File: config.mk
export PLATFORM = sky130hd
export DESIGN_NAME = weighted_discrete_sampler_core_flat
export DESIGN_NICKNAME = d
export VERILOG_FILES = /design/src/hdl/wds_pkg.sv /design/src/hdl/wds_if.sv /design/src/hdl/wds_ctrl.sv /design/src/hdl/wds_dp.sv /design/src/hdl/weighted_discrete_sampler_core.sv /design/src/flat_wrapper.sv
export SDC_FILE = /design/constraint.sdc
export NUM_CORES = 2
export LEC_CHECK = 0
export BUFFER_PORTS_ARGS = -buffer_cell sky130_fd_sc_hd__buf_4
export CORE_ASPECT_RATIO = 0.9
export CORE_MARGIN = 3
export CORE_UTILIZATION = 55
export CTS_CLUSTER_SIZE = 28
export DETAILED_ROUTE_END_ITERATION = 8
export PLACE_DENSITY_LB_ADDON = 0.3
export SYNTH_ARGS = -nofsm -noshare
export SYNTH_HDL_FRONTEND = slang
export SYNTH_SLANG_ARGS = --single-unit
File: constraint.sdc
create_clock -name clk -period 12.25 [get_ports clk]
set_clock_uncertainty 0.2 [all_clocks]
set_input_delay 2.45 -clock clk [delete_from_list [all_inputs] [get_ports clk]]
set_output_delay 2.45 -clock clk [all_outputs]
set_load 0.01 [all_outputs]
File: src/hdl/wds_pkg.sv
// shared types and constants of the weighted discrete sampler
`default_nettype none
package wds_pkg;

  localparam int NUM_VALUES  = 16;
  localparam int INDEX_BITS  = 4;
  localparam int WEIGHT_BITS = 16;
  localparam int RAND_BITS   = 16;
  localparam int SUM_BITS    = 20;
  localparam int LEVELS      = 4;
  localparam int LVL_BITS    = 2;
  localparam int PROD_BITS   = RAND_BITS + SUM_BITS;

  localparam logic MODE_WRITE  = 1'b0;
  localparam logic MODE_SAMPLE = 1'b1;

  typedef enum logic [3:0] {
    ST_IDLE    = 4'b0001,
    ST_WRITE   = 4'b0010,
    ST_DESCEND = 4'b0100,
    ST_FINISH  = 4'b1000
  } state_t;

  typedef struct packed {
    logic load;
    logic write_en;
    logic step;
    logic emit;
  } dp_cmd_t;

  typedef struct packed {
    logic req_mode;
    logic empty;
    logic last_level;
  } dp_status_t;

endpackage
`default_nettype wire

File: src/hdl/wds_if.sv
// request and result channel interfaces
`default_nettype none
interface wds_in_if;
  logic                             valid;
  logic                             ready;
  logic                             mode;
  logic [wds_pkg::INDEX_BITS-1:0]   index;
  logic [wds_pkg::WEIGHT_BITS-1:0]  weight;
  logic [wds_pkg::RAND_BITS-1:0]    rand_level0;
  logic [wds_pkg::RAND_BITS-1:0]    rand_level1;
  logic [wds_pkg::RAND_BITS-1:0]    rand_level2;
  logic [wds_pkg::RAND_BITS-1:0]    rand_level3;

  modport source (output valid, mode, index, weight, rand_level0, rand_level1,
                  rand_level2, rand_level3, input ready);
  modport sink   (input valid, mode, index, weight, rand_level0, rand_level1,
                  rand_level2, rand_level3, output ready);
endinterface

interface wds_out_if;
  logic                           valid;
  logic                           ready;
  logic [wds_pkg::INDEX_BITS-1:0] chosen_value;
  logic                           empty_flag;
  logic [wds_pkg::SUM_BITS-1:0]   total_weight;

  modport source (output valid, chosen_value, empty_flag, total_weight, input ready);
  modport sink   (input valid, chosen_value, empty_flag, total_weight, output ready);
endinterface
`default_nettype wire

File: src/hdl/wds_ctrl.sv
// controller state machine of the sampler
`default_nettype none
module wds_ctrl (
  input  wire logic                clk,
  input  wire logic                rst_n,
  input  wire logic                in_valid,
  output logic                     in_ready,
  output logic                     out_valid,
  input  wire logic                out_ready,
  input  wire wds_pkg::dp_status_t status,
  output wds_pkg::dp_cmd_t         cmd
);
  import wds_pkg::*;

  state_t state_r, state_nxt;
  logic   out_valid_r, out_valid_nxt;
  logic   can_emit;

  assign in_ready  = (state_r == ST_IDLE);
  assign out_valid = out_valid_r;
  assign can_emit  = !out_valid_r || out_ready;

  always_comb begin
    state_nxt = state_r;
    cmd       = '0;
    case (state_r)
      ST_IDLE: begin
        if (in_valid) begin
          cmd.load = 1'b1;
          if (status.req_mode == MODE_WRITE) begin
            state_nxt = ST_WRITE;
          end else if (status.empty) begin
            state_nxt = ST_FINISH;
          end else begin
            state_nxt = ST_DESCEND;
          end
        end
      end
      ST_WRITE: begin
        cmd.write_en = 1'b1;
        state_nxt    = ST_FINISH;
      end
      ST_DESCEND: begin
        cmd.step = 1'b1;
        if (status.last_level) begin
          state_nxt = ST_FINISH;
        end
      end
      ST_FINISH: begin
        if (can_emit) begin
          cmd.emit  = 1'b1;
          state_nxt = ST_IDLE;
        end
      end
      default: state_nxt = ST_IDLE;
    endcase
  end

  always_comb begin
    out_valid_nxt = out_valid_r;
    if (cmd.emit) begin
      out_valid_nxt = 1'b1;
    end else if (out_ready) begin
      out_valid_nxt = 1'b0;
    end
  end

  always_ff @(posedge clk) begin
    if (!rst_n) begin
      state_r     <= ST_IDLE;
      out_valid_r <= 1'b0;
    end else begin
      state_r     <= state_nxt;
      out_valid_r <= out_valid_nxt;
    end
  end

endmodule
`default_nettype wire

File: src/hdl/wds_dp.sv
// datapath: weight table, level sums, descent and result register
`default_nettype none
module wds_dp (
  input  wire logic                                clk,
  input  wire logic                                rst_n,
  input  wire logic                                in_mode,
  input  wire logic [wds_pkg::INDEX_BITS-1:0]      in_index,
  input  wire logic [wds_pkg::WEIGHT_BITS-1:0]     in_weight,
  input  wire logic [wds_pkg::RAND_BITS-1:0]       in_rand0,
  input  wire logic [wds_pkg::RAND_BITS-1:0]       in_rand1,
  input  wire logic [wds_pkg::RAND_BITS-1:0]       in_rand2,
  input  wire logic [wds_pkg::RAND_BITS-1:0]       in_rand3,
  input  wire wds_pkg::dp_cmd_t                    cmd,
  output wds_pkg::dp_status_t                      status,
  output logic [wds_pkg::INDEX_BITS-1:0]           out_chosen,
  output logic                                     out_empty,
  output logic [wds_pkg::SUM_BITS-1:0]             out_total
);
  import wds_pkg::*;

  // request registers
  logic                   mode_r;
  logic [INDEX_BITS-1:0]  idx_r;
  logic [WEIGHT_BITS-1:0] wt_r;
  logic [RAND_BITS-1:0]   rand_r [LEVELS];

  // tree storage, one array per level, leaves are the weights
  logic [WEIGHT_BITS-1:0] weights_r [NUM_VALUES];
  logic [SUM_BITS-1:0]    root_r;
  logic [SUM_BITS-1:0]    lvl1_r [2];
  logic [SUM_BITS-1:0]    lvl2_r [4];
  logic [SUM_BITS-1:0]    lvl3_r [8];

  // descent
  logic [LVL_BITS-1:0]    lvl_r;
  logic [INDEX_BITS-1:0]  pos_r;

  // result
  logic [INDEX_BITS-1:0]  chosen_r;
  logic                   empty_r;
  logic [SUM_BITS-1:0]    total_r;

  logic [SUM_BITS-1:0]    delta;
  logic [SUM_BITS-1:0]    here;
  logic [SUM_BITS-1:0]    left;
  logic [RAND_BITS-1:0]   frac;
  logic [PROD_BITS-1:0]   prod;
  logic [PROD_BITS-1:0]   left_sh;
  logic                   go_left;

  assign delta = {{(SUM_BITS-WEIGHT_BITS){1'b0}}, wt_r}
               - {{(SUM_BITS-WEIGHT_BITS){1'b0}}, weights_r[idx_r]};

  always_comb begin
    case (lvl_r)
      2'd0: begin
        here = root_r;
        left = lvl1_r[0];
      end
      2'd1: begin
        here = lvl1_r[pos_r[0]];
        left = lvl2_r[{pos_r[0], 1'b0}];
      end
      2'd2: begin
        here = lvl2_r[pos_r[1:0]];
        left = lvl3_r[{pos_r[1:0], 1'b0}];
      end
      2'd3: begin
        here = lvl3_r[pos_r[2:0]];
        left = {{(SUM_BITS-WEIGHT_BITS){1'b0}}, weights_r[{pos_r[2:0], 1'b0}]};
      end
      default: begin
        here = '0;
        left = '0;
      end
    endcase
  end

  assign frac    = rand_r[lvl_r];
  assign prod    = {{SUM_BITS{1'b0}}, frac} * {{RAND_BITS{1'b0}}, here};
  assign left_sh = {left, {RAND_BITS{1'b0}}};
  assign go_left = (prod < left_sh);

  assign status.req_mode   = in_mode;
  assign status.empty      = (root_r == '0);
  assign status.last_level = (lvl_r == LVL_BITS'(LEVELS - 1));

  assign out_chosen = chosen_r;
  assign out_empty  = empty_r;
  assign out_total  = total_r;

  always_ff @(posedge clk) begin
    if (cmd.load) begin
      mode_r    <= in_mode;
      idx_r     <= in_index;
      wt_r      <= in_weight;
      rand_r[0] <= in_rand0;
      rand_r[1] <= in_rand1;
      rand_r[2] <= in_rand2;
      rand_r[3] <= in_rand3;
    end
    if (cmd.emit) begin
      chosen_r <= (mode_r == MODE_SAMPLE) ? pos_r : '0;
      empty_r  <= (root_r == '0);
      total_r  <= root_r;
    end
  end

  always_ff @(posedge clk) begin
    if (!rst_n) begin
      lvl_r <= '0;
      pos_r <= '0;
    end else if (cmd.load) begin
      lvl_r <= '0;
      pos_r <= '0;
    end else if (cmd.step) begin
      lvl_r <= lvl_r + LVL_BITS'(1);
      pos_r <= {pos_r[INDEX_BITS-2:0], !go_left};
    end
  end

  // path update by the weight difference, modulo the sum width
  always_ff @(posedge clk) begin
    if (!rst_n) begin
      root_r <= '0;
      for (int i = 0; i < NUM_VALUES; i++) weights_r[i] <= '0;
      for (int i = 0; i < 2; i++) lvl1_r[i] <= '0;
      for (int i = 0; i < 4; i++) lvl2_r[i] <= '0;
      for (int i = 0; i < 8; i++) lvl3_r[i] <= '0;
    end else if (cmd.write_en) begin
      weights_r[idx_r]      <= wt_r;
      root_r                <= root_r + delta;
      lvl1_r[idx_r[3]]      <= lvl1_r[idx_r[3]] + delta;
      lvl2_r[idx_r[3:2]]    <= lvl2_r[idx_r[3:2]] + delta;
      lvl3_r[idx_r[3:1]]    <= lvl3_r[idx_r[3:1]] + delta;
    end
  end

endmodule
`default_nettype wire

File: src/hdl/weighted_discrete_sampler_core.sv
// top level of the weighted discrete sampler
// Holds sixteen 16-bit weights in a sum tree. A request with mode 0 writes
// one weight; a request with mode 1 walks the tree one level per cycle,
// one 16x20 multiply and compare per level, and skips the walk when all
// weights are zero. Every request gives one result with the chosen index, an
// empty flag and the total weight. The input is taken again while the last
// result still waits in the output register.
`default_nettype none
module weighted_discrete_sampler_core (
  input  wire logic clk,
  input  wire logic rst_n,
  wds_in_if.sink    in_ch,
  wds_out_if.source out_ch
);
  import wds_pkg::*;

  dp_cmd_t    cmd;
  dp_status_t status;

  wds_ctrl u_ctrl (
    .clk       (clk),
    .rst_n     (rst_n),
    .in_valid  (in_ch.valid),
    .in_ready  (in_ch.ready),
    .out_valid (out_ch.valid),
    .out_ready (out_ch.ready),
    .status    (status),
    .cmd       (cmd)
  );

  wds_dp u_dp (
    .clk        (clk),
    .rst_n      (rst_n),
    .in_mode    (in_ch.mode),
    .in_index   (in_ch.index),
    .in_weight  (in_ch.weight),
    .in_rand0   (in_ch.rand_level0),
    .in_rand1   (in_ch.rand_level1),
    .in_rand2   (in_ch.rand_level2),
    .in_rand3   (in_ch.rand_level3),
    .cmd        (cmd),
    .status     (status),
    .out_chosen (out_ch.chosen_value),
    .out_empty  (out_ch.empty_flag),
    .out_total  (out_ch.total_weight)
  );

endmodule
`default_nettype wire

File: src/flat_wrapper.sv
// flat-port wrapper written by rule: the top's interface ports become plain ports
module weighted_discrete_sampler_core_flat import wds_pkg::*;
  (clk, rst_n, in_ch_valid, in_ch_mode, in_ch_index, in_ch_weight, in_ch_rand_level0, in_ch_rand_level1, in_ch_rand_level2, in_ch_rand_level3, in_ch_ready, out_ch_valid, out_ch_chosen_value, out_ch_empty_flag, out_ch_total_weight, out_ch_ready);
  wds_in_if in_ch_i ();
  wds_out_if out_ch_i ();
  input  wire logic clk;
  input  wire logic rst_n;
  input wire logic [$bits(in_ch_i.valid)-1:0] in_ch_valid;
  input wire logic [$bits(in_ch_i.mode)-1:0] in_ch_mode;
  input wire logic [$bits(in_ch_i.index)-1:0] in_ch_index;
  input wire logic [$bits(in_ch_i.weight)-1:0] in_ch_weight;
  input wire logic [$bits(in_ch_i.rand_level0)-1:0] in_ch_rand_level0;
  input wire logic [$bits(in_ch_i.rand_level1)-1:0] in_ch_rand_level1;
  input wire logic [$bits(in_ch_i.rand_level2)-1:0] in_ch_rand_level2;
  input wire logic [$bits(in_ch_i.rand_level3)-1:0] in_ch_rand_level3;
  output wire logic [$bits(in_ch_i.ready)-1:0] in_ch_ready;
  output wire logic [$bits(out_ch_i.valid)-1:0] out_ch_valid;
  output wire logic [$bits(out_ch_i.chosen_value)-1:0] out_ch_chosen_value;
  output wire logic [$bits(out_ch_i.empty_flag)-1:0] out_ch_empty_flag;
  output wire logic [$bits(out_ch_i.total_weight)-1:0] out_ch_total_weight;
  input wire logic [$bits(out_ch_i.ready)-1:0] out_ch_ready;
  assign in_ch_i.valid = in_ch_valid;
  assign in_ch_i.mode = in_ch_mode;
  assign in_ch_i.index = in_ch_index;
  assign in_ch_i.weight = in_ch_weight;
  assign in_ch_i.rand_level0 = in_ch_rand_level0;
  assign in_ch_i.rand_level1 = in_ch_rand_level1;
  assign in_ch_i.rand_level2 = in_ch_rand_level2;
  assign in_ch_i.rand_level3 = in_ch_rand_level3;
  assign in_ch_ready = in_ch_i.ready;
  assign out_ch_valid = out_ch_i.valid;
  assign out_ch_chosen_value = out_ch_i.chosen_value;
  assign out_ch_empty_flag = out_ch_i.empty_flag;
  assign out_ch_total_weight = out_ch_i.total_weight;
  assign out_ch_i.ready = out_ch_ready;
  weighted_discrete_sampler_core u_core (.clk(clk), .rst_n(rst_n), .in_ch(in_ch_i), .out_ch(out_ch_i));
endmodule
# Word level (Yosys, flattened, before mapping)
# Memory sizes are Yosys's and may differ from the RTL's. A register that Yosys moved wholly into a read port is not among the register bits.
# Index checks and enable logic that the tools add are counted.
# classes
n_addsub	6
mul	1
n_lt_le_gt_ge	1
n_eq_ne	10
n_mux	52
n_bitwise	1
reduce_logical	12
# op_table
op	n
20-bit one-hot mux with 4 select lines	2
20-bit adder	4
20-bit two-way mux	3
20-bit OR reduction	3
36-bit < comparator	1
16-bit by 20-bit multiplier with 36-bit output	1
4-bit two-way mux	9
1-bit two-way mux	22
20-bit logical NOT	1
3-bit two-way mux	6
16-bit by 16-bit subtractor with 17-bit output	1
16-bit two-way mux	1
2-bit two-way mux	8
4-bit one-hot mux with 4 select lines	1
16-bit OR reduction	1
2-bit == test (second input constant)	2
4-bit by 1-bit == test with 1-bit output (second input constant)	1
4-bit by 2-bit == test with 1-bit output (second input constant)	1
4-bit by 3-bit == test with 1-bit output (second input constant)	1
4-bit == test (second input constant)	1
2-bit inequality test (second input constant)	2
3-bit AND reduction	1
2-bit by 1-bit adder with 2-bit output (second input constant)	1
2-bit by 1-bit == test with 1-bit output (second input constant)	1
7 further kinds	8
# word_totals
ff_bits	77
mem_bits_rw	600
out_inout_bits	27
memories	5
# mem_list
memory	words	word_bits	read_ports	rd_clocked_by_memory_dff	write_ports	line_no	source
u_core.u_dp.weights_r	16	16	2	2	16	wds_dp.sv:28	logic [WEIGHT_BITS-1:0] weights_r [NUM_VALUES];
u_core.u_dp.lvl3_r	8	20	3	3	8	wds_dp.sv:32	logic [SUM_BITS-1:0] lvl3_r [8];
u_core.u_dp.lvl2_r	4	20	3	3	4	wds_dp.sv:31	logic [SUM_BITS-1:0] lvl2_r [4];
u_core.u_dp.rand_r	4	16	1	1	4	wds_dp.sv:25	logic [RAND_BITS-1:0] rand_r [LEVELS];
u_core.u_dp.lvl1_r	2	20	3	2	2	wds_dp.sv:30	logic [SUM_BITS-1:0] lvl1_r [2];

# Depth between registers and ports, before layout
# depth
ltp_word	7
depth_mapped	44
mapped_depth_nobuf	40

# Hierarchy
# From an unflattened synthesis, not the netlist that was laid out.
# unflattened
cells_unflattened	3872
area_unflattened_um2	46906.2
# modules_own_cells
mod	instances	cells_each	area_per_inst_um2	seq_area_each_um2
wds_dp	1	3842	46621.0	20099.3
wds_ctrl	1	30	285.3	100.1

# Worst setup path after synthesis
# No wires, ideal clock.
# synth_path
kind	reg2reg
start	register with a tool-made name
end	register with a tool-made name
setup_time_ns	0.135
arrival_time_ns	9.157
t_required_ns	11.915
path_slack_ns	2.758
stages_incl_launch_ff	42
n_path_buf	4
period_less_slack_ns	9.492
cell_sequence	dfxtp_1 -> buf_6 -> buf_4 -> buf_4 -> buf_2 -> mux4_2 -> mux2_2 -> a222oi_1 -> a21oi_1 -> inv_1 -> nor2_1 -> fa_1 -> inv_1 -> fa_1 -> fa_1 -> inv_1 -> fa_1 -> fa_1 -> [... 6 more ...] -> or3b_2 -> o32ai_1 -> a21oi_4 -> nor3_1 -> nor3_2 -> o21bai_1 -> a21oi_1 -> xnor2_1 -> ha_1 -> nand4_1 -> nor4_1 -> a221o_1 -> a31oi_1 -> nand2_1 -> o21ai_1 -> a211oi_1 -> a2111oi_1 -> nor3_1

==> results.yml <==
run_status:
  status: "finished with violations"
  violations: "design-rule violations"
timing:
  timing.setup.tns_ns: 0
  relSlewSlack_pct: 14.7
  post-route-min-period_ns: 10.95
  hold_viol_final: 0
  setup_viol: 0
  rsz0062_at_grt: "false"
  tightest_slew_ns: 1.27
  maxSlewViolCount: 0
  fmax_mhz: 91.3
  fin_crit_sh_pct: 89.4
cts:
  holdBufCountCts: 0
  path_clk_slew_ns: 0.05
  clk_path_buf_depth: 3
  htreeDepth: 3
  cts_resized: 0
  cts_num_sinks: 686
  cts_tree: "built"
  cts_buffers: 74
  root_buffer: "clkbuf_16"
  cts_setup_buffers: 0
  clock_latency_ns: 0.70
worst_setup_path:
  path_buf_inv: 6
  cpMostUsedCell: "fa_1"
  reg2reg_slack_ns: 1.30
  required_ns: 12.60
  slowest_stage: "dfxtp_4"
  cp_max_fo: 47
  end_kind: "flip-flop"
  startpoint_type: "flip-flop"
  crit_family: "adder cells"
  critPathArrivalTime_ns: 11.30
  reg2reg_depth: 38
  critical-path-max-stage-delay_ns: 0.93
  path_class: "reg2reg"
floorplan:
  die_w_um: 314
  start_util_pct: 55.6
  die_h_um: 283
  rows: 101
  core-area_mm2: 0.0845
  ios: 116
  dieArea_mm2: 0.0890
routing:
  dr_total_vias: 32600
  routed_wl_um: 138000
  route.detailed.wl_per_inst_um: 26.8
  drt-pass1-iter-count: 9
  met2_length_um: 60300
  wl_met1_um: 52800
  antenna_left: 0
  highest-signal-layer: "met4"
  wl_met3_um: 18700
  drc: 17
  routed_via_density: 6.35
  drt_iter0_markers: 4649
logic_synthesis:
  synth_area_per_cell_um2: 12.1
  seq_area_frac_synth_pct: 43.0
  syn-instance-count: 3879
  ys_warn_count: 0
  synth_edf_count: 646
  synthesis.nets: 4442
  ys_seq_elements: 686
  synthDistinctLibCells: 78
  async_flop_share_pct: 0
  synth.cell_area_mm2: 0.0470
  synthFlopType: "edfxtp_1"
final_layout:
  fin_cells: 5133
  finalInstanceArea_mm2: 0.0518
  final_cell_mix: "646 x edfxtp_1, 394 x nor2_1, 365 x inv_1, 321 x nand2_1, 261 x mux4_2"
  fillers: 6438
  nets: 4501
  syn_to_final_growth_pct: 10.4
  drive_above_1_share_pct: 18.9
  layout_commonest_cell: "edfxtp_1"
  insertedDiodeCount: 0
run:
  drv_cap: 0
grt:
  grt_max_degree: 94
  grt_pass1_wl_um: 207000
  gr-total-overflow: 0
  antenna_found_initial: 0
  grt_pass1_vias: 32200
  grt_usage_pct: 31.3
placement:
  globalplace.congestion: 0.951
  place_inst: 4995
  numPortBuffers: 115
  hpwl_um: 94400
  place_area_mm2: 0.0493
power_and_ir_drop:
  peakVddDrop_mv: 0.301
  power.leakage_nw: 21.1
  powerDensity_mw_per_mm2: 250
hold_path:
  hold_class: "reg2reg"
  holdPathStages: 2
  worstHoldStart: "u_core.u_dp.pos_r[3]"
  min_to: "u_core.u_dp.pos_r[3]"
==> cells by family (layout without fill, tap and decap cells) <==
family                   Yosys count  in the layout  synth area share (%)
AND/OR/NAND/NOR                 1239           1239                  12.5
flip-flops                       686            686                  43.0
buffers and inverters            611            732                  5.00
adder cells (fa/ha/maj)          474            474                  16.7
multiplexers                     386            386                  15.5
AO/OA/AOI/OAI                    378            378                  5.33
XOR/XNOR                         105            105                  1.97
==> area by class of cell <==
type / instances / area, um^2 / area share, %
Multi-Input combinational cell: 2582 / 24500 / 47.3
Sequential cell: 686 / 20200 / 39.0
Clock buffer: 98 / 1940 / 3.75
Timing Repair Buffer: 224 / 1690 / 3.27
Tap cell: 1133 / 1420 / 2.73
Inverter: 370 / 1390 / 2.68
Clock inverter: 40 / 638 / 1.23
==> worst register-to-register path, delay by kind of cell, from the launching register on <==
kind / cells / cell delay [ns]
flip-flops: 1 / 0.93
AO/OA/AOI/OAI: 14 / 2.90
adder cells (fa/ha/maj): 8 / 3.53
AND/OR/NAND/NOR: 9 / 2.02
buffers and inverters: 6 / 1.14
XOR/XNOR: 1 / 0.14
==> sequential cells by signal, summed over array words and instances, names as in the netlist, 4 cells and up, named ones only <==
signal	flops
u_core.u_ctrl.state_r	4
u_core.u_dp.idx_r	4
u_core.u_dp.lvl1_r	40
u_core.u_dp.lvl2_r	80
u_core.u_dp.lvl3_r	160
u_core.u_dp.out_chosen	4
u_core.u_dp.out_total	20
u_core.u_dp.pos_r	4
u_core.u_dp.rand_r	64
u_core.u_dp.root_r	20
u_core.u_dp.weights_r	256
u_core.u_dp.wt_r	16
==> layer usage <==
layer	vias up	GRT usage (%)
met5	-	0.162
met4	0	12.2
met3	323	9.50
met2	2098	45.1
met1	16200	44.6
li1	14000	-
==> metrics by stage <==
step | utilization (%) | hold WS [ns] | setup slack [ns] | total power [mW]
after floorplan | - | 0.232 | 2.76 | 8.19
after global placement | 58.3 | 0.247 | 1.68 | 10.3
after detailed placement | 58.3 | 0.252 | 1.45 | 10.4
after CTS | 61.3 | 0.259 | 1.37 | 12.8
after global routing | 61.3 | 0.287 | 0.639 | 13.7
final | 61.3 | 0.262 | 1.30 | 12.9
==> Yosys cell counts (15+ instances only) <==
library cell  count  area, um^2
a21o_1           35         263
a21oi_1         102         510
a222oi_1         24         240
and2_1          139         870
and3_1          193        1210
buf_1            24        90.1
buf_2            26         130
clkbuf_1        187         702
dfxtp_1          40         801
edfxtp_1        646       19400
fa_1            254        5080
ha_1            220        2750
inv_1           367        1380
mux2_2          110        1240
mux2i_1          15         150
mux4_2          261        5880
nand2_1         321        1200
nand2b_1         25         156
nand3_1          23         115
nor2_1          402        1510
nor2b_1          30         188
nor3_1           49         245
o21a_1           18         135
o21ai_0          90         450
or3_1            18         113
xnor2_1          56         490
xor2_1           48         420
==> where the power goes <==
group / switching (mW) / total, mW / internal (mW)
combinational: 4.85 / 7.56 / 2.71
clock: 1.01 / 2.37 / 1.36
sequential: 0.229 / 3.01 / 2.78
total: 6.09 / 12.9 / 6.85
==> worst max path at each step <==
stage / end / slack, ns / depth (start not counted)
floorplan: flip-flop / 2.76 / 41
global placement: flip-flop / 1.68 / 38
detailed placement: flip-flop / 1.45 / 38
CTS: flip-flop / 1.37 / 38
global route: flip-flop / 0.64 / 38
finish: flip-flop / 1.30 / 38
Power figures use the tool's default switching activity.
